[config.mk]
export PLATFORM = sky130hd
export DESIGN_NAME = bb3s_emit_flat
export DESIGN_NICKNAME = d
export VERILOG_FILES = /design/src/bb3s_pkg.sv /design/src/bb3s_if.sv /design/src/bb3s_emit.sv /design/src/flat_wrapper.sv
export SDC_FILE = /design/constraint.sdc
export NUM_CORES = 1
export LEC_CHECK = 0
export ABC_AREA = 0
export BUFFER_PORTS_ARGS = -buffer_cell sky130_fd_sc_hd__buf_2
export CORE_ASPECT_RATIO = 0.9
export CORE_MARGIN = 2
export CORE_UTILIZATION = 25
export DETAILED_ROUTE_END_ITERATION = 6
export PLACE_DENSITY = 0.5
export SLEW_MARGIN = 20
export SYNTH_ARGS = -nofsm -noshare
export SYNTH_HDL_FRONTEND = slang
export SYNTH_SLANG_ARGS = --single-unit
[constraint.sdc]
create_clock -name clk -period 4.81 [get_ports clk]
set_clock_uncertainty 0.1 [all_clocks]
set_input_delay 0.7215 -clock clk [delete_from_list [all_inputs] [get_ports clk]]
set_output_delay 0.7215 -clock clk [all_outputs]
set_load 0.01 [all_outputs]
[src/bb3s_pkg.sv]
`timescale 1ns / 1ps
// ----------------------------------------------------------------------------
// bb3s_pkg: shared types and constants of the shifted-border box blur
// Channel widths, coordinate widths, register indexes and the result group
// record handed from the window stage to the result sequencer.
// ----------------------------------------------------------------------------
package bb3s_pkg;

  localparam int CH_W      = 8;    // bits per colour channel
  localparam int NUM_CH    = 3;    // red, green, blue
  localparam int PIX_W     = CH_W * NUM_CH;
  localparam int COLSUM_W  = 10;   // three channels added
  localparam int WINSUM_W  = 12;   // nine channels added
  localparam int OUT_COL_W = 10;
  localparam int OUT_ROW_W = 12;
  localparam int CFG_W_W   = 11;   // image_width register
  localparam int CFG_H_W   = 13;   // image_height register
  localparam int CFG_DATA_W = 13;
  localparam int CFG_IDX_W = 1;

  // floor(s / 9) == (s * DIV9_MUL) >> DIV9_SHIFT for every window sum s.
  localparam int DIV9_MUL_W = 13;
  localparam int DIV9_SHIFT = 16;
  localparam logic [DIV9_MUL_W-1:0] DIV9_MUL = 13'd7282;

  localparam logic [CFG_IDX_W-1:0] REG_IMAGE_WIDTH  = 1'd0;
  localparam logic [CFG_IDX_W-1:0] REG_IMAGE_HEIGHT = 1'd1;

  localparam logic [CFG_W_W-1:0] IMAGE_WIDTH_RESET  = 11'd640;
  localparam logic [CFG_H_W-1:0] IMAGE_HEIGHT_RESET = 13'd480;

  typedef logic [CH_W-1:0] chan_t;

  // One completed window and the output pixels that use it.
  typedef struct packed {
    logic [OUT_COL_W-1:0] col_base;
    logic                 two_cols;
    logic [OUT_ROW_W-1:0] row_base;
    logic                 two_rows;
    chan_t                red;
    chan_t                green;
    chan_t                blue;
  } group_t;

endpackage

[src/bb3s_if.sv]


interface bb3s_res_if;
  import bb3s_pkg::*;

  logic                 valid;
  logic                 ready;
  logic [OUT_COL_W-1:0] out_column;
  logic [OUT_ROW_W-1:0] out_row;
  chan_t                red_out;
  chan_t                green_out;
  chan_t                blue_out;
  logic                 last_of_run;

  modport source (output valid, output out_column, output out_row, output red_out,
                  output green_out, output blue_out, output last_of_run,
                  input ready);
  modport sink   (input valid, input out_column, input out_row, input red_out,
                  input green_out, input blue_out, input last_of_run,
                  output ready);
endinterface

[src/bb3s_emit.sv]
`timescale 1ns / 1ps
// ----------------------------------------------------------------------------
// bb3s_emit: result sequencer
// Holds one window's result group and hands out its one to four items,
// columns first within a row, then the next row.
// ----------------------------------------------------------------------------
module bb3s_emit (
  input  logic            clk,
  input  logic            rst,
  input  logic            load,
  input  bb3s_pkg::group_t group,
  output logic            free,
  bb3s_res_if.source      res
);
  import bb3s_pkg::*;

  logic   g_valid;
  group_t g;
  logic   gi;
  logic   gj;
  logic   last;
  logic   take;

  assign last = (gi == g.two_rows) && (gj == g.two_cols);
  assign take = g_valid && res.ready;
  assign free = !g_valid || (res.ready && last);

  always_ff @(posedge clk) begin
    if (rst) begin
      g_valid <= 1'b0;
      gi      <= 1'b0;
      gj      <= 1'b0;
    end else if (load) begin
      g_valid <= 1'b1;
      g       <= group;
      gi      <= 1'b0;
      gj      <= 1'b0;
    end else if (take) begin
      if (last) begin
        g_valid <= 1'b0;
      end else if (gj != g.two_cols) begin
        gj <= 1'b1;
      end else begin
        gj <= 1'b0;
        gi <= 1'b1;
      end
    end
  end

  assign res.valid       = g_valid;
  assign res.out_column  = g.col_base + OUT_COL_W'(gj);
  assign res.out_row     = g.row_base + OUT_ROW_W'(gi);
  assign res.red_out     = g.red;
  assign res.green_out   = g.green;
  assign res.blue_out    = g.blue;
  assign res.last_of_run = last;

endmodule

[src/flat_wrapper.sv]
// flat-port wrapper written by rule: the top's interface ports become plain ports
module bb3s_emit_flat import bb3s_pkg::*;
  (clk, rst, load, group, free, res_valid, res_out_column, res_out_row, res_red_out, res_green_out, res_blue_out, res_last_of_run, res_ready);
  bb3s_res_if res_i ();
  input  logic clk;
  input  logic rst;
  input  logic load;
  input  bb3s_pkg::group_t group;
  output logic free;
  output wire logic [$bits(res_i.valid)-1:0] res_valid;
  output wire logic [$bits(res_i.out_column)-1:0] res_out_column;
  output wire logic [$bits(res_i.out_row)-1:0] res_out_row;
  output wire logic [$bits(res_i.red_out)-1:0] res_red_out;
  output wire logic [$bits(res_i.green_out)-1:0] res_green_out;
  output wire logic [$bits(res_i.blue_out)-1:0] res_blue_out;
  output wire logic [$bits(res_i.last_of_run)-1:0] res_last_of_run;
  input wire logic [$bits(res_i.ready)-1:0] res_ready;
  assign res_valid = res_i.valid;
  assign res_out_column = res_i.out_column;
  assign res_out_row = res_i.out_row;
  assign res_red_out = res_i.red_out;
  assign res_green_out = res_i.green_out;
  assign res_blue_out = res_i.blue_out;
  assign res_last_of_run = res_i.last_of_run;
  assign res_i.ready = res_ready;
  bb3s_emit u_core (.clk(clk), .rst(rst), .load(load), .group(group), .free(free), .res(res_i));
endmodule
==> impl_results.md <==
* Outcome: complete, no violations
* Total Die Area at 9500 um^2
* Busiest layer in global routing: met2
* Post-synth top area share at 66.0%
* Maximum clock rate at 390 MHz
* Post-synthesis share of cell area spent on and, or, nand and nor gates at 9.68%
* Combined global-route utilization of all metal layers at 8.59%
* Reg2reg start: u_core.g[37]$_DFFE_PP_
* Via/cell ratio at 3.84
* M2 GR Usage at 14.7%
* Global-route wire length before repair at 6.24 mm
* Cell at the slowest stage of the critical path: sky130_fd_sc_hd__dfxtp_1
* Worst hold path depth at 1
* Number of max-cap violations at 0
* Number of antenna violations at the first check in global routing at 0
* Count of unique library cells instantiated by Yosys at 26
* Number of gates resized after cts at 0
* Worst-Skew Late Latency at 290 ps
* Crit path capture type: primary output
* Mapped Area at 2180 um^2
* Arrival time reported for the critical path endpoint at 1740 ps
* Part of the total power dissipated in sequential elements at 61.7%
* Reg2Reg Capture Point: u_core.res.valid$_SDFFE_PP0P_
* Total CTS buffers at 5
* Largest cells by area after synthesis: sky130_fd_sc_hd__edfxtp_1, sky130_fd_sc_hd__buf_4, sky130_fd_sc_hd__xnor2_1
* FFs w/ async S/R, synth at 0%
* Final wirelength at 4.02 mm
* Number of setup violations in the final report at 0
* Category of cells accounting for the largest share of critical-path delay: adder cells
* Portion of netlist area occupied by mux cells at 0%
* Synth Area per Inst at 15.6 um^2
* Setup crit start kind: flop
* Routed length per placed instance at 11.7 um
* Buffering stage count on the worst path with inverters included at 1
* Worst ir drop on vdd at 0.123 mV
* Number of DRC markers in iteration 0 at 40
* Max-slew violation count at 0
* Starting density of the core at 25.6%
* CTS Sinks at 51
* Routability congestion estimate at 0.782
* Fraction of the yosys area taken by sequential cells at 68.8%
* I/O pins at 101
* Clock tree from TritonCTS: built
* Final TNS setup at 0 ps
* Width of the chip at 103 um
* Worst Hold Class: input port to flop
* DRT antenna net count at 0
* H-tree level count at 2
* Ys flop type: sky130_fd_sc_hd__edfxtp_1
* Number of vias after detailed routing at 1318
* Number of global-route vias before repair at 1323
* Reg clk slew, reported paths at 90 ps
* Number of synthesized register bits at 51
* Compound-Gate Fraction of Synth Area at 1.38%
* Largest area contributor in the netlist: sky130_fd_sc_hd__edfxtp_1
* Largest family of logic cells by synthesized area: simple AND/OR/NAND/NOR gates
* Lkg Pwr at 1.11 nW
* Worst hold path endpoint: u_core.res.green_out[1]$_DFFE_PP_
* Area growth from synthesis to final layout at 25.7%
* Total nets after synthesis at 197
* Areal power density over the cells at 315 nW/um^2
* Min Clock Period, post-route at 2560 ps
* ANT cells at 0
* Final total power at 0.865 mW
* Internal power component at 0.663 mW
* Category of the most critical setup path: flop to primary output
* Met1 routing resource usage after global routing at 9.85%
* Chip Height at 92.7 um
* Detailed-routing iteration count for the pre-antenna-repair pass at 5
* Hold Startpoint: group[9]
* DRC violations left at 0
* Slew at the pin closest to its max-slew limit at 444 ps
* Crit-path max cell delay at 410 ps
* Worst endpoint required time at 3990 ps
* Register cell area after layout at 1500 um^2
* Number of buffers added for setup after CTS at 0
* Placement Rows at 32
* Cell depth of the worst flop-to-flop path at 3
* Slew HR at 70.4%
* Hold Buf Count CTS at 0
* Final-stage net count at 280
* Synthesized instance count at 140
* Maximum number of pins on one net before global-route repair at 35
* Net switching fraction of the power at 23.3%
* Number of filler cells placed in the layout at 881
* Met3 layer usage reported by global route at 2.79%
* Synthesized-area fraction occupied by xor and xnor cells at 8.02%
* Cell occurring most often along the worst timing path: sky130_fd_sc_hd__ha_1
* RSZ-0062 raised after global routing: false
* Core outline area at 8530 um^2
* Number of synthesized flops with an enable pin at 48
* Warning count from the yosys run at 0
* Adder-cell share of the synthesized area at 2.87%
* Clk buf depth at 2
* Port bufs at 100
* Detailed Place HPWL at 3.18 mm
* Share of cells above drive strength 1 at 52.2%
* Cells traversed along the worst timing path: ha_1 -> ha_1 -> and3_2 -> nand3_1 -> xnor2_1 -> buf_2
* Total congestion overflow after global routing at 0
* CTS Root Cell: sky130_fd_sc_hd__clkbuf_8
* Area of the multi-input gates at 487 um^2
* Worst reg-to-reg setup slack at 3600 ps
* Fin crit share at 53.3%
* Largest fanout on the critical path at 4
* Count of final hold-check violations at 0
* Net switching power at 0.202 mW
* Proportion of power drawn by combinational gates at 10.6%
* Part of the power in the clock network at 27.8%
worst max path at each step:
stage / to / slack (ps) / cells past startpoint / start
6_report: res_out_column[6] / 2250 / 6 / u_core.gj$_SDFFE_PP0P_
5_1_grt: res_out_column[8] / 2120 / 6 / u_core.gj$_SDFFE_PP0P_
4_1_cts: res_out_column[6] / 2230 / 6 / u_core.gj$_SDFFE_PP0P_
3_5_place_dp: u_core.res.green_out[1]$_DFFE_PP_ / 2500 / 4 / load
3_3_place_gp: u_core.res.green_out[1]$_DFFE_PP_ / 2500 / 4 / load
2_1_floorplan: u_core.g[24]$_DFFE_PP_ / 1470 / 2 / load
layout by cell type, fill, tap and decap left out, drive strengths merged:
cell type and count:
clkbuf 5, nand4 4, a31oi 1, clkinvlp 1, edfxtp 48, nor2 4, buf 101, and2 2
and3 2, a311oi 1, ha 5, clkinv 2, nor3 3, and4 2, dfxtp 3, xnor2 14
a41oi 1, nor4 2, inv 3, nand2 5, xor2 6, nand3 9
logic make-up (layout without fill, tap and decap cells):
group | Yosys count | in the layout
buffers and inverters | 28 | 112
adder cells (fa/ha/maj) | 5 | 5
flip-flops | 51 | 51
AND/OR/NAND/NOR | 33 | 33
XOR/XNOR | 20 | 20
AO/OA/AOI/OAI | 3 | 3
flip-flops by register name, indices dropped and copies added (netlist names):
register / count
u_core.res.red_out: 8
u_core.gi: 1
u_core.g: 24
u_core.res.green_out: 8
u_core.res.valid: 1
u_core.gj: 1
u_core.res.blue_out: 8
per-layer routing:
metal,wire length [um],vias to the layer above
li1,-,652
met5,0,-
met4,37,0
met3,286,2
met1,1580,614
met2,2110,50
final cells by class:
cell class	instances	area share (%)
clock buffer	5	2.51
clock inverter	3	0.729
inverter	3	0.410
multi-input combinational	61	17.7
sequential	51	54.7
tap	119	5.42
timing repair buffer	101	18.5
per-stage QoR:
stage	utilization, %	hold WS, ps	cells	instance area [um^2]	setup WS [ps]
detailed placement	31.1	487	335	2660	2500
finish	32.2	492	343	2750	2250
CTS	32.2	473	343	2750	2230
global route	32.2	468	343	2750	2120
global placement	31.1	482	335	2660	2500
floorplan	-	447	140	2180	1470
worst register-to-register path, stage by stage, from the launching register on:
cell                       delay (ps)
sky130_fd_sc_hd__edfxtp_1         440
sky130_fd_sc_hd__xnor2_1          180
sky130_fd_sc_hd__and2_4           180
sky130_fd_sc_hd__a311oi_2         230
cell usage after synthesis, drive strengths merged, types with 3 or more instances:
| master | number |
|---|---|
| edfxtp | 48 |
| buf | 25 |
| xnor2 | 14 |
| nand3 | 9 |
| xor2 | 6 |
| ha | 5 |
| nand2 | 5 |
| nand4 | 4 |
| nor2 | 4 |
| dfxtp | 3 |
| inv | 3 |
| nor3 | 3 |
power by group through the flow:
stage / logic (mW) / clock network [mW] / registers (mW)
3_3_place_gp: 0.0934 / 0 / 0.543
5_1_grt: 0.101 / 0.269 / 0.537
2_1_floorplan: 0.0577 / 0 / 0.542
3_5_place_dp: 0.0936 / 0 / 0.544
6_report: 0.0913 / 0.240 / 0.533
4_1_cts: 0.0938 / 0.260 / 0.534
(Power assumes the default switching activity.)
